### src/rtl/mpb_pkg.sv
// Package for the MIDI pitch-bend parser.
// Holds the bend event type passed from the parser front end to the
// value formatter, and the configuration register indexes.
`timescale 1ns / 1ps

package mpb_pkg;

  // Configuration register indexes
  typedef enum logic {
    CFG_CHANNEL_SELECT = 1'b0,
    CFG_RAW_MODE       = 1'b1
  } cfg_index_t;

  // Byte classification constants
  localparam logic [3:0] BEND_STATUS_HI = 4'hE;  // 0xE0..0xEF
  localparam logic [4:0] REALTIME_HI    = 5'h1F; // 0xF8..0xFF

  // Channel select limits
  localparam logic [4:0] CHANNEL_MAX = 5'd16;

  // Normalization constants
  localparam logic [14:0] BEND_CENTER = 15'd8192;
  localparam logic [15:0] ROUND_BIAS  = 16'd8191;
  localparam logic [15:0] STEP_ONE    = 16'd16382;
  localparam logic [15:0] STEP_TWO    = 16'd32764;
  localparam logic [15:0] POS_LIMIT   = 16'd16383;
  localparam logic [15:0] NEG_LIMIT   = 16'd16384;

  // One complete bend message, as handed to the formatter
  typedef struct packed {
    logic [13:0] value;    // MSB*128 + LSB
    logic        omni;     // omni mode when the message completed
    logic [3:0]  chan;     // zero-based channel
    logic        raw;      // raw output selected
  } bend_event_t;

  // Handshake between a producer and a consumer of bend events
  typedef struct packed {
    logic        valid;
    bend_event_t ev;
  } bend_push_t;

endpackage

### src/rtl/mpb_front.sv
// Parser front end: takes MIDI bytes, tracks running status and the
// stored LSB, and emits one bend event per completed message. Uses mpb_pkg.
`timescale 1ns / 1ps

module mpb_front
  import mpb_pkg::*;
(
  input  logic       clk,
  input  logic       rst_n,
  input  logic       in_valid,
  output logic       in_ready,
  input  logic [7:0] in_midi_byte,
  input  logic       cfg_valid,
  input  logic       cfg_index,
  input  logic [4:0] cfg_data,
  input  logic       q_full,
  output bend_push_t push
);

  logic [4:0] chsel_r, chsel_nxt;
  logic       raw_r, raw_nxt;
  logic       match_r, match_nxt;
  logic       lsb_rdy_r, lsb_rdy_nxt;
  logic [3:0] ch_held_r, ch_held_nxt;
  logic [6:0] lsb_r, lsb_nxt;

  logic       accept;
  logic       omni;
  logic [4:0] cfg_clamped;

  assign in_ready = !q_full;
  assign accept   = in_valid && in_ready;
  assign omni     = (chsel_r == 5'd0);
  assign cfg_clamped = (cfg_data > CHANNEL_MAX) ? CHANNEL_MAX : cfg_data;

  // Classify the byte and advance the parse state
  always_comb begin
    chsel_nxt   = chsel_r;
    raw_nxt     = raw_r;
    match_nxt   = match_r;
    lsb_rdy_nxt = lsb_rdy_r;
    ch_held_nxt = ch_held_r;
    lsb_nxt     = lsb_r;
    push.valid     = 1'b0;
    push.ev.value  = {in_midi_byte[6:0], lsb_r};
    push.ev.omni   = omni;
    push.ev.chan   = ch_held_r;
    push.ev.raw    = raw_r;

    if (accept) begin
      if (in_midi_byte[7]) begin
        // Status byte; real-time bytes pass untouched
        if (in_midi_byte[7:3] != REALTIME_HI) begin
          if (in_midi_byte[7:4] == BEND_STATUS_HI) begin
            if (omni) begin
              ch_held_nxt = in_midi_byte[3:0];
              match_nxt   = 1'b1;
            end else begin
              match_nxt   = (ch_held_r == in_midi_byte[3:0]);
            end
          end else begin
            match_nxt = 1'b0;
          end
          lsb_rdy_nxt = 1'b0;
        end
      end else if (lsb_rdy_r) begin
        // MSB completes the message
        push.valid  = 1'b1;
        lsb_rdy_nxt = 1'b0;
      end else if (match_r) begin
        // Hold the LSB until the MSB arrives
        lsb_nxt     = in_midi_byte[6:0];
        lsb_rdy_nxt = 1'b1;
      end
    end

    // Configuration writes
    if (cfg_valid) begin
      case (cfg_index_t'(cfg_index))
        CFG_CHANNEL_SELECT: begin
          chsel_nxt = cfg_clamped;
          if (cfg_clamped != 5'd0) begin
            ch_held_nxt = 4'(cfg_clamped - 5'd1);
          end
        end
        CFG_RAW_MODE: begin
          raw_nxt = cfg_data[0];
        end
        default: begin
          raw_nxt = raw_r;
        end
      endcase
    end
  end

  always_ff @(posedge clk) begin
    if (!rst_n) begin
      chsel_r   <= 5'd0;
      raw_r     <= 1'b0;
      match_r   <= 1'b0;
      lsb_rdy_r <= 1'b0;
      ch_held_r <= 4'd0;
      lsb_r     <= 7'd0;
    end else begin
      chsel_r   <= chsel_nxt;
      raw_r     <= raw_nxt;
      match_r   <= match_nxt;
      lsb_rdy_r <= lsb_rdy_nxt;
      ch_held_r <= ch_held_nxt;
      lsb_r     <= lsb_nxt;
    end
  end

endmodule

### src/rtl/mpb_queue.sv
// Small FIFO of bend events between the parser front end and the
// formatter. Uses mpb_pkg for the event type.
`timescale 1ns / 1ps

module mpb_queue
  import mpb_pkg::*;
#(
  parameter int DEPTH = 2
) (
  input  logic        clk,
  input  logic        rst_n,
  input  bend_push_t  push,
  output logic        full,
  output bend_push_t  head,
  input  logic        pop
);

  localparam int PW = (DEPTH > 1) ? $clog2(DEPTH) : 1;
  localparam int CW = $clog2(DEPTH + 1);
  localparam logic [PW-1:0] LAST_PTR = PW'(DEPTH - 1);
  localparam logic [CW-1:0] FULL_CNT = CW'(DEPTH);

  bend_event_t        mem_r [DEPTH];
  logic [PW-1:0]      wr_ptr_r, wr_ptr_nxt;
  logic [PW-1:0]      rd_ptr_r, rd_ptr_nxt;
  logic [CW-1:0]      count_r, count_nxt;
  logic               do_push, do_pop;

  assign full       = (count_r == FULL_CNT);
  assign do_push    = push.valid && !full;
  assign do_pop     = pop && (count_r != '0);
  assign head       = {(count_r != '0), mem_r[rd_ptr_r]};

  // Advance pointers and fill count
  always_comb begin
    wr_ptr_nxt = wr_ptr_r;
    rd_ptr_nxt = rd_ptr_r;
    count_nxt  = count_r;
    if (do_push) begin
      wr_ptr_nxt = (wr_ptr_r == LAST_PTR) ? '0 : wr_ptr_r + 1'b1;
    end
    if (do_pop) begin
      rd_ptr_nxt = (rd_ptr_r == LAST_PTR) ? '0 : rd_ptr_r + 1'b1;
    end
    case ({do_push, do_pop})
      2'b10:   count_nxt = count_r + 1'b1;
      2'b01:   count_nxt = count_r - 1'b1;
      default: count_nxt = count_r;
    endcase
  end

  always_ff @(posedge clk) begin
    if (!rst_n) begin
      wr_ptr_r <= '0;
      rd_ptr_r <= '0;
      count_r  <= '0;
    end else begin
      wr_ptr_r <= wr_ptr_nxt;
      rd_ptr_r <= rd_ptr_nxt;
      count_r  <= count_nxt;
    end
  end

  // Store entries
  always_ff @(posedge clk) begin
    if (do_push) begin
      mem_r[wr_ptr_r] <= push.ev;
    end
  end

endmodule

### src/rtl/mpb_back.sv
// Formatter back end: turns a bend event into the raw value or the
// rounded Q1.14 fraction and holds it in the output register. Uses mpb_pkg.
`timescale 1ns / 1ps

module mpb_back
  import mpb_pkg::*;
(
  input  logic               clk,
  input  logic               rst_n,
  input  bend_push_t         head,
  output logic               pop,
  output logic               out_valid,
  input  logic               out_ready,
  output logic signed [14:0] out_bend_value,
  output logic [4:0]         out_channel_number,
  output logic               out_channel_valid
);

  logic               valid_r, valid_nxt;
  logic signed [14:0] value_r;
  logic [4:0]         chan_r;
  logic               chan_vld_r;

  logic               load;
  logic [14:0]        diff;
  logic               neg;
  logic [13:0]        mag;
  logic [15:0]        rnd;
  logic [15:0]        quo;
  logic [14:0]        norm;
  logic [14:0]        value_nxt;

  // Normalize: q = 2*mag + floor((4*mag + 8191) / 16382)
  always_comb begin
    diff = {1'b0, head.ev.value} - BEND_CENTER;
    neg  = diff[14];
    mag  = neg ? 14'(-diff) : diff[13:0];
    rnd  = {mag, 2'b00} + ROUND_BIAS;
    quo  = {1'b0, mag, 1'b0};
    if (rnd >= STEP_TWO) begin
      quo = quo + 16'd2;
    end else if (rnd >= STEP_ONE) begin
      quo = quo + 16'd1;
    end
    if (neg) begin
      norm = (quo >= NEG_LIMIT) ? 15'(-NEG_LIMIT) : 15'(-quo);
    end else begin
      norm = (quo > POS_LIMIT) ? POS_LIMIT[14:0] : quo[14:0];
    end
    value_nxt = head.ev.raw ? {1'b0, head.ev.value} : norm;
  end

  // Load the output register when it is empty or being taken
  assign load      = head.valid && (!valid_r || out_ready);
  assign pop       = load;
  assign valid_nxt = load ? 1'b1 : (valid_r && !out_ready);

  always_ff @(posedge clk) begin
    if (!rst_n) begin
      valid_r <= 1'b0;
    end else begin
      valid_r <= valid_nxt;
    end
  end

  always_ff @(posedge clk) begin
    if (load) begin
      value_r    <= signed'(value_nxt);
      chan_r     <= head.ev.omni ? 5'({1'b0, head.ev.chan} + 5'd1) : 5'd0;
      chan_vld_r <= head.ev.omni;
    end
  end

  assign out_valid          = valid_r;
  assign out_bend_value     = value_r;
  assign out_channel_number = chan_r;
  assign out_channel_valid  = chan_vld_r;

endmodule

### src/rtl/midi_pitch_bend_parser.sv
// Top level of the MIDI pitch-bend parser: parser front end, event queue
// and value formatter. Depends on mpb_pkg, mpb_front, mpb_queue, mpb_back.
`timescale 1ns / 1ps

// Takes one MIDI byte per cycle while in_ready is high and returns a
// result for each completed pitch-bend message on the selected channel (or
// any channel in omni mode), running status included. The result of a
// message is registered first in the event queue and then in the output
// register. The queue holds QUEUE_DEPTH events, so input keeps flowing
// while up to that many results wait behind a stalled output.
// Configuration writes are always ready; channel_select values above 16
// act as 16.
module midi_pitch_bend_parser
  import mpb_pkg::*;
#(
  parameter int QUEUE_DEPTH = 2
) (
  input  logic               clk,
  input  logic               rst_n,
  input  logic               in_valid,
  output logic               in_ready,
  input  logic [7:0]         in_midi_byte,
  output logic               out_valid,
  input  logic               out_ready,
  output logic signed [14:0] out_bend_value,
  output logic [4:0]         out_channel_number,
  output logic               out_channel_valid,
  input  logic               cfg_valid,
  output logic               cfg_ready,
  input  logic               cfg_index,
  input  logic [4:0]         cfg_data
);

  bend_push_t push;
  bend_push_t head;
  logic       q_full;
  logic       pop;

  assign cfg_ready = 1'b1;

  mpb_front u_front (
    .clk          (clk),
    .rst_n        (rst_n),
    .in_valid     (in_valid),
    .in_ready     (in_ready),
    .in_midi_byte (in_midi_byte),
    .cfg_valid    (cfg_valid),
    .cfg_index    (cfg_index),
    .cfg_data     (cfg_data),
    .q_full       (q_full),
    .push         (push)
  );

  mpb_queue #(
    .DEPTH (QUEUE_DEPTH)
  ) u_queue (
    .clk   (clk),
    .rst_n (rst_n),
    .push  (push),
    .full  (q_full),
    .head  (head),
    .pop   (pop)
  );

  mpb_back u_back (
    .clk                (clk),
    .rst_n              (rst_n),
    .head               (head),
    .pop                (pop),
    .out_valid          (out_valid),
    .out_ready          (out_ready),
    .out_bend_value     (out_bend_value),
    .out_channel_number (out_channel_number),
    .out_channel_valid  (out_channel_valid)
  );

`ifndef SYNTHESIS
  // Omni results carry a one-based channel
  a_chan_range: assert property (@(posedge clk) disable iff (!rst_n)
    out_valid && out_channel_valid |->
      out_channel_number != 5'd0 && out_channel_number <= CHANNEL_MAX)
    else $error("omni result with channel out of range");

  // Single-channel results report channel zero
  a_chan_zero: assert property (@(posedge clk) disable iff (!rst_n)
    out_valid && !out_channel_valid |-> out_channel_number == 5'd0)
    else $error("channel number given outside omni mode");

  // No result can leave in the cycle right after reset
  a_reset_empty: assert property (@(posedge clk)
    $past(!rst_n) && rst_n |-> !out_valid)
    else $error("result present right after reset");

  // Front end never pushes into a full queue
  a_no_overflow: assert property (@(posedge clk) disable iff (!rst_n)
    push.valid |-> !q_full)
    else $error("bend event pushed into full queue");
`endif

endmodule
### config.mk
export PLATFORM = sky130hd
export DESIGN_NAME = midi_pitch_bend_parser
export DESIGN_NICKNAME = d
export VERILOG_FILES = /design/src/rtl/mpb_pkg.sv /design/src/rtl/mpb_front.sv /design/src/rtl/mpb_queue.sv /design/src/rtl/mpb_back.sv /design/src/rtl/midi_pitch_bend_parser.sv
export SDC_FILE = /design/constraint.sdc
export NUM_CORES = 1
export LEC_CHECK = 0
export ABC_CLOCK_PERIOD_IN_PS = 16920
export BUFFER_PORTS_ARGS = -buffer_cell sky130_fd_sc_hd__buf_4
export CAP_MARGIN = 25
export CELL_PAD_IN_SITES_DETAIL_PLACEMENT = 0
export CELL_PAD_IN_SITES_GLOBAL_PLACEMENT = 1
export CORE_ASPECT_RATIO = 1.75
export CORE_MARGIN = 10
export CORE_UTILIZATION = 52
export DETAILED_ROUTE_END_ITERATION = 10
export PLACE_DENSITY_LB_ADDON = 0.12
export SLEW_MARGIN = 20
export SYNTH_ARGS = -nofsm -noshare
export SYNTH_HDL_FRONTEND = slang
export SYNTH_SLANG_ARGS = --single-unit
export TNS_END_PERCENT = 100
### constraint.sdc
create_clock -name clk -period 16.92 [get_ports clk]
set_clock_uncertainty 0.2 [all_clocks]
set_input_delay 4.23 -clock clk [delete_from_list [all_inputs] [get_ports clk]]
set_output_delay 4.23 -clock clk [all_outputs]
set_load 0.005 [all_outputs]
# Word-level counts from Yosys, hierarchy flattened
# Memory sizes are Yosys's and may differ from the RTL's. A register that Yosys moved wholly into a read port is not among the register bits.
# Index checks and enable logic that the tools add are counted.
[op_classes] eq_ne=7 bitwise_logic=3 n_addsub=12 n_mux=33 order_cmp=5 reduce_logical=18
[ops] op="two-way mux 15 bit" count=3
[ops] op=">= comparator 16 x 15 -> 1 bit (second input constant)" count=2
[ops] op="two-way mux 16 bit" count=2
[ops] op="two-way mux 4 bit" count=8
[ops] op="two-way mux 14 bit" count=2
[ops] op="adder 15 x 1 -> 16 bit (second input constant)" count=1
[ops] op="adder 15 x 2 -> 16 bit (second input constant)" count=1
[ops] op="adder 16 x 13 -> 16 bit (second input constant)" count=1
[ops] op=">= comparator 16 x 14 -> 1 bit (second input constant)" count=1
[ops] op="greater-than comparator 16 x 14 -> 1 bit (second input constant)" count=1
[ops] op="two-way mux 1 bit" count=16
[ops] op="negation 15 bit" count=1
[ops] op="subtractor 14 x 14 -> 15 bit (second input constant)" count=1
[ops] op="negation 14 bit" count=1
[ops] op="AND reduction 2 bit" count=3
[ops] op="adder 4 x 1 -> 5 bit (second input constant)" count=1
[ops] op="greater-than comparator 5 bit (second input constant)" count=1
[ops] op="logical AND 1 bit" count=5
[ops] op="logical NOT 5 bit" count=1
[ops] op="two-way mux 5 bit" count=1
[ops] op="inequality test 5 bit (second input constant)" count=1
[ops] op="nonzero test 5 bit" count=1
[ops] op="== test 2 bit (second input constant)" count=2
[ops] op="== test 4 bit" count=1
[ops] op="other kinds (14)" count=20
[word_totals] n_memories=1 word_cells=93 register_bits=45 output_inout_bits=24 input_bits=19 ramBits=40
[mem_list] name="u_queue.mem_r" depth=2 word_bits=20 rd=1 rd_ports_with_merged_regs=1 write_ports=1 line="mpb_queue.sv:23" source="bend_event_t mem_r [DEPTH];"

# Logic depth before layout (Yosys ltp)
# Gate-level depths: netlist of run 1.
[depth] ltp_word=11 ltp_mapped=25 ltp_nobuf=19

# By module
# From an unflattened synthesis of run 1, not the netlist that was laid out.
[unflattened] cells_unflattened=559 area_unflattened_um2=5495.3
[modules_own_cells] module="mpb_back" instances=1 seq_area_each_um2=650.6 cells_per_inst=355 area_per_inst_um2=2816.5
[modules_own_cells] module="mpb_queue" instances=1 seq_area_each_um2=1301.2 cells_per_inst=88 area_per_inst_um2=1675.4
[modules_own_cells] module="mpb_front" instances=1 seq_area_each_um2=380.4 cells_per_inst=114 area_per_inst_um2=992.2
[modules_own_cells] module="midi_pitch_bend_parser" instances=1 seq_area_each_um2=0.0 cells_per_inst=2 area_per_inst_um2=11.3

# Least setup slack after synthesis of run 1
# Ideal clock, no wire load.
[synth_path] kind="input to register" startpoint="input port out_ready" endpoint="register u_queue.count_r[1]" setup_time_ns=0.076 path_stages=5 t_required_ns=16.644 slack_ns=10.440 arrival_time_ns=6.204 n_path_buf=0 path_cell_list="nor2b_1 > nor2_1 > ha_1 > or3_1 > a21boi_0"
[synth_between] elab_chain_len=5 word_cells_on_any_way=7 cone_classes="eq/ne (2); mux (1); reduce/logical (4)"
[synth_rtl] item="from (decl)" line="midi_pitch_bend_parser.sv:24" source="input logic out_ready,"
[synth_rtl] item="logical OR 1 bit (*)" line="mpb_back.sv:54" source="assign load = head.valid && (!valid_r || out_ready);"
[synth_rtl] item="logical AND 1 bit (*)" line="mpb_back.sv:54"
[synth_rtl] item="via pop" line="midi_pitch_bend_parser.sv:37" source="logic pop;"
[synth_rtl] item="logical AND 1 bit (*)" line="mpb_queue.sv:31" source="assign do_pop = pop && (count_r != '0);"
[synth_rtl] item="== test 2 x 1 -> 1 bit / == test 2 bit (equally long branches)" line="mpb_queue.sv:45" source="case ({do_push, do_pop})"
[synth_rtl] item="one-hot mux 2 bit (2 select lines) / nonzero test 2 bit (equally long branches)"
[synth_rtl] item="to (signal assigned)" line="mpb_queue.sv:60" source="count_r <= count_nxt;"
[synth_rtl] item="to (decl)" line="mpb_queue.sv:26" source="logic [CW-1:0] count_r, count_nxt;"
# Mark *: on every way through the listed nets, which the timed path passes. The rest lies on a longest branch.
# A chain may end at the register's enable or synchronous reset.

==> summary.txt, run 1 <==
Synth
  • Post-Syn Instances: about 530
  • Register bit total from synthesis: 86
  • Synth async-reset ratio: 0%
  • Mapped cell area: 5480 um2
  • Yosys warns: 0
  • Register area share after synthesis: 42.56%
  • Post-synth EDFFs: 61
  • Ys flop type: edfxtp_1
  • Syn Area/Cell: 10.26 um2
  • Yosys cell types: 84
  • Mapped Nets: 561

Worst setup path
  • Max FO, Critical Path: 53
  • Critical Path Start Type: flop
  • Crit. End Element: flop
  • Crit Path Class: flop to flop
  • WP data arrival: 6.29 ns
  • CP required: approximately 17 ns

CTS
  • Resize count post-CTS: 0
  • Clock buffer depth: 2
  • Hold-fix buffers, CTS: 0
  • Post-CTS Setup Inserts: 0
  • Root Buffer: clkbuf_16
  • CTS tree: done
  • Cts bufs inserted: 9
  • Clk_lat worst skew: 0.34 ns
  • Total clock sinks: between 80 and 90
  • H-tree levels: 3
  • Worst-path clk slew: approximately 0.07 ns

Placed design
  • GPL Wtd Cong: around 0.9
  • IO Port Bufs: 41
  • Placed wire-length estimate: 10570 um
  • Area after DPL: 5869 um2

Final layout
  • Fraction of layout cells with a size suffix above 1: around 18%
  • Nets: 596
  • Fin area: 6185 um2
  • Layout fillers: 904
  • Area grow syn2layout: 12.85%
  • # diodes: 0
  • Most frequent cells in the layout: 61 x edfxtp_1, 46 x buf_4, 42 x nand2_1
  • Most common cell after layout, fill and taps aside: edfxtp_1

Job
  • Max Cap Violations: 0

Routing
  • DR DRC count: 0
  • Drt wl/cell: 19.65 um
  • Drt first pass iters: 4
  • First DRT Iteration DRCs: 318
  • DR vias/cell: ~6.3
  • Final WL: 13770 um
  • Routed via count: roughly 4400
  • Final ANT Viol Nets: 0

Timing
  • Final Hold Fails: 0
  • Worst slew pin tran: 1.089 ns
  • Setup TNS: 0 ns
  • Fin crit share: around 38%
  • RSZ-0062 raised after global routing: false
  • Max_slew headroom: around 27%
  • Max Clk Rate: 156.5 MHz
  • Final Max Slew Viols: 0
  • Minimum clock period after layout: roughly 6.4 ns
  • Worst Hold Margin: 0.2589 ns
  • Setup violations, final: 0

Floorplan
  • DIE AREA: 15210 um2
  • Initial Util: 53.21%
  • Die width: slightly below 100 um
  • Core area: 10300 um2
  • Row cnt: 49
  • Num ports: 43
  • Vert. Die Dim: 155.8 um

Global route
  • Largest net degree at the start of global routing: 54
  • Overflow after GRT: 0
  • Number of global-route vias before repair: 4406
  • Tot GR Track Use: 17.82%
  • First-pass GRT wire length: around 22000 um
  • Initial antenna violation count: 0

Worst hold path
  • Worst hold path type: flop to flop

Power
  • Leak Pwr: 2.181 nW
  • PD cells: 145.7 nW/um2
  • VDD IR max: 0.09468 mV

Outcome
  • Status: complete, no violations
==> cell families (layout without fill, tap and decap cells) <==
logic type | Yosys count | count (layout) | share of synthesized area, %
AND/OR/NAND/NOR | 195 | 195 | 19.89
AO/OA/AOI/OAI | 138 | 138 | 19.22
flip-flops | 86 | 86 | 42.56
multiplexers | 45 | 45 | 8.562
buffers and inverters | 32 | 72 | 2.968
XOR/XNOR | 29 | 29 | 4.909
adder cells (fa/ha/maj) | 8 | 8 | 1.827
other | 1 | 1 | 0.06843
==> registers in the layout (all words and copies together) (netlist names), named ones only <==
register,count
u_queue.mem_r,40
u_back.out_bend_value,15
u_front.lsb_r,7
u_back.out_channel_number,5
u_front.chsel_r,5
u_front.ch_held_r,4
u_queue.count_r,2
u_back.out_channel_valid,1
u_back.out_valid,1
u_front.lsb_rdy_r,1
u_front.match_r,1
u_front.raw_r,1
u_queue.rd_ptr_r,1
u_queue.wr_ptr_r,1
==> where the power goes <==
part | switching, mW | internal [mW] | total (mW)
registers | 0.00836 | 0.259 | 0.268
clock network | 0.0815 | 0.123 | 0.205
logic | 0.260 | 0.168 | 0.428
==> critical path: stages (launching register included) <==
cell and delay (ns):
dfxtp_2 0.32, buf_4 0.47, mux2i_1 0.56, ha_1 0.43
or4b_2 0.63, and4_1 0.25, a211o_1 0.23, o2111ai_1 0.26
o41ai_2 0.17, xor2_2 0.27, o21a_1 0.37, xnor2_1 0.19
ha_1 0.23, inv_1 0.06, or3_1 0.34, mux2i_1 0.29
o2111a_1 0.39, a41o_1 0.21, nand2_1 0.05, a31o_1 0.21
==> stage by stage <==
step	std cells	util (%)	worst slack [ns]	power, mW
floorplan	534	-	10.44	0.5902
global placement	685	56.98	10.80	0.6900
global route	701	60.05	10.11	0.9546
detailed placement	685	56.98	10.59	0.6957
finish	701	60.05	10.53	0.9010
CTS	701	59.97	10.57	0.9013
==> worst paths after layout <==
kind | endpoint | from | cells past startpoint | slack (ns)
setup / recovery | u_back.out_bend_value[10] | flop | 19 | 10.53
hold / removal | u_queue.mem_r[1][7] | u_front.lsb_r[1] | 0 | 0.26
setup reg to reg | u_back.out_bend_value[10] | flop | 19 | 10.53
hold reg to reg | u_queue.mem_r[1][7] | u_front.lsb_r[1] | 0 | 0.26
==> routing by layer <==
| layer | vias to the layer above | track usage, % | part of all wire (%) |
|---|---|---|---|
| li1 | 2131 | - | - |
| met1 | 2080 | 16.64 | 36 |
| met2 | 132 | 33.69 | 54 |
| met3 | 44 | 2.749 | 4.3 |
| met4 | 0 | 13.42 | 5.7 |
| met5 | - | 0 | 0 |
==> final cells by class <==
cell class,count,area [um2],share of cell area [%]
clock buffer,12,256.5,4.147
clock inverter,4,51.30,0.8295
inverter,10,37.54,0.6069
multi-input combinational,416,3002,48.53
sequential,86,2333,37.73
tap,127,158.9,2.569
timing repair buffer,46,345.3,5.584
==> cell usage after synthesis (3+ instances only) <==
| cell type | instances | area, um2 |
|---|---|---|
| a221oi_1 | 3 | 26.28 |
| inv_1 | 10 | 37.54 |
| mux2_2 | 12 | 135.1 |
| a31o_1 | 6 | 52.55 |
| nand3_1 | 11 | 55.05 |
| a21o_1 | 6 | 45.04 |
| o21ai_1 | 6 | 30.03 |
| a41o_1 | 4 | 40.04 |
| nor2_1 | 33 | 123.9 |
| nand2b_1 | 6 | 37.54 |
| o221ai_1 | 5 | 43.79 |
| o2111ai_1 | 4 | 35.03 |
| nor3_1 | 17 | 85.08 |
| nor2b_1 | 14 | 87.58 |
| nor4b_1 | 4 | 35.03 |
| mux2i_1 | 32 | 320.3 |
| o21ai_0 | 18 | 90.09 |
| nand2_1 | 42 | 157.7 |
| o211a_1 | 3 | 30.03 |
| and3_1 | 6 | 37.54 |
| a21oi_1 | 18 | 90.09 |
| ha_1 | 8 | 100.1 |
| nand4_1 | 5 | 31.28 |
| xor2_1 | 16 | 140.1 |
| or3_1 | 10 | 62.56 |
| o211ai_1 | 4 | 30.03 |
| o31ai_1 | 6 | 45.04 |
| buf_2 | 7 | 35.03 |
| edfxtp_1 | 61 | 1832 |
| a31oi_1 | 8 | 50.05 |
| o21a_1 | 3 | 22.52 |
| a21boi_0 | 9 | 67.56 |
| dfxtp_1 | 25 | 500.5 |
| xnor2_1 | 11 | 96.34 |
| clkbuf_1 | 9 | 33.78 |
| nor3b_1 | 6 | 45.04 |
| or2_2 | 3 | 18.77 |
| nor4_1 | 7 | 43.79 |
| o31a_1 | 5 | 43.79 |
| buf_6 | 4 | 45.04 |
| and2_1 | 13 | 81.33 |
| a211o_1 | 3 | 26.28 |
No activity file was read; power rests on OpenSTA's default activity.
==> run 2: changes to the inputs <==
- ABC_CLOCK_PERIOD_IN_PS: 16920 -> 5300
- CORE_UTILIZATION: 52 -> 43
- clock period: 16.92 -> 5.3 ns (I/O delays scaled with it)
==> summary.txt, run 2 (same netlist as run 1, synthesis figures left out) <==
Outcome
  • Status: complete, no violations

Placed design
  • GPL Wtd Cong: 0.9553
  • Placed wire-length estimate: 11870 um
  • Placed Instances: 761
  • IO Port Bufs: 41

CTS
  • Cts bufs inserted: 9
  • Clk_lat worst skew: ~0.34 ns
  • Hold-fix buffers, CTS: 0
  • Root Buffer: clkbuf_16
  • CTS tree: done
  • Worst-path clk slew: 0.07 ns
  • Clock buffer depth: 2
  • H-tree levels: 3
  • Total clock sinks: 86

Worst setup path
  • Crit Path Class: flop to flop
  • CP max-delay cell: or4b_1
  • CP startpoint: u_queue.mem_r[1][8]
  • CP required: 5.20 ns
  • WP data arrival: 4.92 ns
  • Max FO, Critical Path: 5
  • Critical Path Start Type: flop
  • Critical-path cell list: or4b_1 > a222oi_1 > buf_4 > o211a_1 > a311oi_2 > o41ai_2 > xor2_2 > buf_4 > xor2_1 > nand2_1 > ha_2 > inv_1 > or3_1 > mux2i_4 > o2111a_2 > a41o_1 > nand2_1 > a31o_1
  • Crit path largest cell delay: 0.62 ns
  • Crit. End Element: flop
  • RR Startpoint: u_queue.mem_r[1][8]

Global route
  • GRT Max-Usage Layer: met2
  • Initial antenna violation count: 0
  • First-pass GRT wire length: 23780 um
  • Number of global-route vias before repair: 4589
  • Met3 Use GR: 2.510%
  • Met2 Use GR: 33.69%
  • Overflow after GRT: 0
  • Tot GR Track Use: 16.78%
  • Largest net degree at the start of global routing: 34
  • GRT met1 Usage: 15.42%

Timing
  • Max Clk Rate: 199.0 MHz
  • Final Max Slew Viols: 0
  • Setup violations, final: 0
  • Fin crit share: 94.82%
  • Minimum clock period after layout: 5.025 ns
  • Worst Hold Margin: 0.2546 ns
  • Final Hold Fails: 0
  • Worst slew pin tran: just over 0.9 ns
  • Max_slew headroom: 38.04%

Worst hold path
  • Hold_sp: u_front.lsb_r[2]
  • Worst hold path type: flop to flop

Floorplan
  • Num ports: 43
  • Core area: 12500 um2
  • Die width: 105.3 um
  • Vert. Die Dim: approximately 170 um
  • DIE AREA: 17840 um2
  • Row cnt: 54
  • Initial Util: 43.84%

Power
  • Leak Pwr: 2.392 nW
  • PD cells: around 460 nW/um2
  • VDD IR max: 0.2937 mV

Routing
  • Drt first pass iters: 4
  • DR DRC count: 0
  • First DRT Iteration DRCs: 172
  • Final WL: 15030 um
  • Final ANT Viol Nets: 0
  • DR vias/cell: about 5.7
  • Drt wl/cell: 19.19 um
  • Routed via count: roughly 4500

Final layout
  • Largest reg by FF count: u_queue.mem_r
  • Nets: 637
  • # diodes: 0
  • Most common cell after layout, fill and taps aside: buf_4
  • Max FFs per register: 40
  • Fraction of layout cells with a size suffix above 1: roughly a quarter
  • Most frequent cells in the layout: 85 x buf_4, 61 x edfxtp_1, 42 x nand2_1
  • Area grow syn2layout: 21.76%
  • Non-Filler Instances: 783

Job
  • Max Cap Violations: 0
## run 2: final timing paths
path,endpoint,slack [ns],cells past startpoint
worst max-delay path,u_back.out_bend_value[10],0.27,18
worst min-delay path,u_queue.mem_r[0][8],0.25,0
worst max register to register,u_back.out_bend_value[10],0.27,18
worst min register to register,u_queue.mem_r[0][8],0.25,0
## run 2: metrics by stage
stage / TNS (ns) / util, % / worst slack, ns / power [mW] / cell area [um2]
after global routing: -0.002029 / 53.38 / -0.002029 / 3.264 / 6673
after detailed placement: 0 / 49.93 / 0.05093 / 2.400 / 6241
final: 0 / 53.38 / 0.2746 / 3.073 / 6673
after global placement: 0 / 49.93 / 0.1615 / 2.386 / 6241
after CTS: 0 / 52.29 / 0.03482 / 3.044 / 6536
after floorplan: 0 / - / 0.02475 / 1.933 / 5550
## run 2: final cells by class
| cell class | instances | area [um2] |
|---|---|---|
| repair buffers | 87 | 663.1 |
| well taps | 168 | 210.2 |
| fillers | 1175 | 5827 |
| multi-input cells | 416 | 3131 |
| clock buffers | 9 | 225.2 |
| inverters | 10 | 37.54 |
| clock inverters | 7 | 70.07 |
| flip-flops and latches | 86 | 2336 |
## run 2: timing repair
item | in CTS | in global routing
hold endpoints to repair | 0 | 0
endpoints found under the setup margin | 0 | 11
gates resized for setup | 0 | 13
setup buffers | 0 | 6
## run 2: metal layers
metal | vias to the layer above | share of wire [%]
met5 | - | 0
met4 | 0 | 4.2
met3 | 32 | 2.5
met2 | 100 | 57
met1 | 2145 | 36
li1 | 2218 | -
## run 2: worst max-delay path, delay by kind of cell (launching register included)
| kind | cells | cell delay [ns] |
|---|---|---|
| AOI/OAI and AO/OA | 7 | 1.85 |
| and+or+nand+nor | 4 | 1.16 |
| DFF | 1 | 0.47 |
| buffers and inverters | 3 | 0.42 |
| xor gates and xnor gates | 2 | 0.29 |
| muxes | 1 | 0.21 |
| adders and majority gates | 1 | 0.19 |
## run 2: report_power, final
| group | switching, mW | internal [mW] | leakage (nW) |
|---|---|---|---|
| Clock | 0.271 | 0.366 | 0.144 |
| Combinational | 0.895 | 0.673 | 1.49 |
| Sequential | 0.0376 | 0.830 | 0.760 |
==> run 3: changes to the inputs <==
- BUFFER_PORTS_ARGS: -buffer_cell sky130_fd_sc_hd__buf_4 -> -buffer_cell sky130_fd_sc_hd__buf_2
==> summary.txt, run 3 (same netlist as run 1, synthesis figures left out) <==
Outcome
  • Status: complete, no violations

Routing
  • Final WL: 15050 um
  • First DRT Iteration DRCs: around 150
  • Final ANT Viol Nets: 0
  • Drt wl/cell: around 19 um
  • Drt first pass iters: 4
  • Routed via count: 4534
  • DR DRC count: 0
  • DR vias/cell: between 5 and 6

Worst setup path
  • Critical Path Start Type: flop
  • Crit Path Class: flop to flop
  • Max FO, Critical Path: 6
  • Worst Path Buf+Inv: 1
  • Critical-path cell list: mux2i_4 > ha_2 > mux2i_1 > mux2_2 > ha_1 > o2111ai_2 > o21bai_1 > o41ai_2 > xor2_2 > o21a_1 > xnor2_2 > ha_2 > inv_1 > or3_1 > mux2i_4 > o2111a_2 > a41o_1 > nand2_1 > a31o_1
  • WP data arrival: 4.97 ns
  • CP required: 5.20 ns
  • Crit. End Element: flop
  • Worst path depth: 19
  • Crit path largest cell delay: 0.43 ns
  • CP max-delay cell: o41ai_2
  • Kind of cell adding the most delay to the critical path: compound AO/OA/AOI/OAI gates
  • Reg2Reg Depth: 19

Timing
  • Fin crit share: 95.54%
  • Setup violations, final: 0
  • Minimum clock period after layout: 5.063 ns
  • Setup TNS: 0 ns
  • Final Max Slew Viols: 0
  • Worst slew pin tran: around 0.96 ns
  • Max_slew headroom: 36.11%
  • Final Hold Fails: 0
  • RSZ-0062 raised after global routing: false
  • Max Clk Rate: 197.5 MHz

Global route
  • Overflow after GRT: 0
  • Initial antenna violation count: 0
  • Largest net degree at the start of global routing: 33
  • First-pass GRT wire length: 23630 um
  • Number of global-route vias before repair: between 4000 and 5000
  • Tot GR Track Use: 16.68%

Final layout
  • # diodes: 0
  • Max FFs per register: 40
  • Nets: 641
  • Most common cell after layout, fill and taps aside: edfxtp_1
  • Largest reg by FF count: u_queue.mem_r
  • Most frequent cells in the layout: 61 x edfxtp_1, 48 x buf_4, 42 x nand2_1
  • Layout fillers: 1145
  • Fraction of layout cells with a size suffix above 1: 25.69%
  • Area grow syn2layout: 19.36%

Job
  • Max Cap Violations: 0

Floorplan
  • Row cnt: 54
  • Vert. Die Dim: ~170 um
  • Core area: 12500 um2
  • DIE AREA: 17840 um2
  • Initial Util: 43.84%
  • Die width: approximately 110 um
  • Num ports: between 40 and 50

CTS
  • Total clock sinks: 86
  • H-tree levels: 3
  • CTS tree: done
  • Root Buffer: clkbuf_16
  • Cts bufs inserted: 9
  • Worst-path clk slew: 0.07 ns
  • Clk_lat worst skew: 0.34 ns
  • Clock buffer depth: 2

Power
  • Total power: 3.003 mW
  • Leak Pwr: 2.361 nW
  • PD cells: 459.1 nW/um2
  • VDD IR max: 0.2480 mV

Placed design
  • GPL Wtd Cong: 0.8872
  • Placed wire-length estimate: 11850 um
  • IO Port Bufs: 41

Worst hold path
  • Worst hold path type: flop to flop
  • Hold Path Cell Cnt: 0
## run 3: final timing paths
kind                                  startpoint                   endpoint  slack (ns)
worst max-delay path                        flop  u_back.out_bend_value[10]        0.24
worst min-delay path            u_front.lsb_r[0]        u_queue.mem_r[1][6]        0.26
worst max register to register              flop  u_back.out_bend_value[10]        0.24
worst min register to register  u_front.lsb_r[0]        u_queue.mem_r[1][6]        0.26
## run 3: cell type report
class	instances	area [um2]	area share [%]
flip-flops and latches	86	2336	35.71
repair buffers	91	590.6	9.028
inverters	10	37.54	0.5738
well taps	168	210.2	3.213
clock buffers	10	229.0	3.500
clock inverters	6	53.80	0.8225
multi-input cells	416	3084	47.15
## run 3: worst register-to-register path: stages, from the launching register on
cell       delay [ns]
dfxtp_4          0.42
mux2i_4          0.26
ha_2             0.31
mux2i_1          0.18
mux2_2           0.24
ha_1             0.21
o2111ai_2        0.20
o21bai_1         0.22
o41ai_2          0.43
xor2_2           0.12
o21a_1           0.24
xnor2_2          0.18
ha_2             0.20
inv_1            0.05
or3_1            0.38
mux2i_4          0.21
o2111a_2         0.31
a41o_1           0.19
nand2_1          0.06
a31o_1           0.20
## run 3: timing repair
action / in CTS / in global routing
buffers inserted: 0 / 6
resized for setup: 0 / 6
hold buffers: 0 / 0
endpoints found under the setup margin: 0 / 7
## run 3: stage by stage
stage | util (%) | std cells | hold WS, ns | setup WS, ns | instance area, um2
6_report | 52.33 | 787 | 0.2608 | 0.2365 | 6541
5_1_grt | 52.33 | 787 | 0.2636 | 0.004003 | 6541
4_1_cts | 51.61 | 781 | 0.2556 | 0.03628 | 6451
3_5_place_dp | 49.35 | 765 | 0.2461 | 0.07196 | 6168
3_3_place_gp | 49.35 | 765 | 0.2313 | 0.2284 | 6168
2_1_floorplan | - | 534 | 0.2249 | 0.02475 | 5550
## run 3: report_power, final
part	internal (mW)	switching (mW)	leakage (nW)	total [mW]
Clock	0.326	0.283	0.136	0.609
Combinational	0.649	0.879	1.46	1.53
Sequential	0.829	0.0355	0.760	0.865
Total	1.81	1.20	2.36	3.00
## run 3: routing by layer
metal | track usage, % | part of all wire, %
met1 | 15.33 | 36
met5 | 0 | 0
met3 | 3.156 | 2.8
met2 | 32.14 | 56
met4 | 10.91 | 5.4
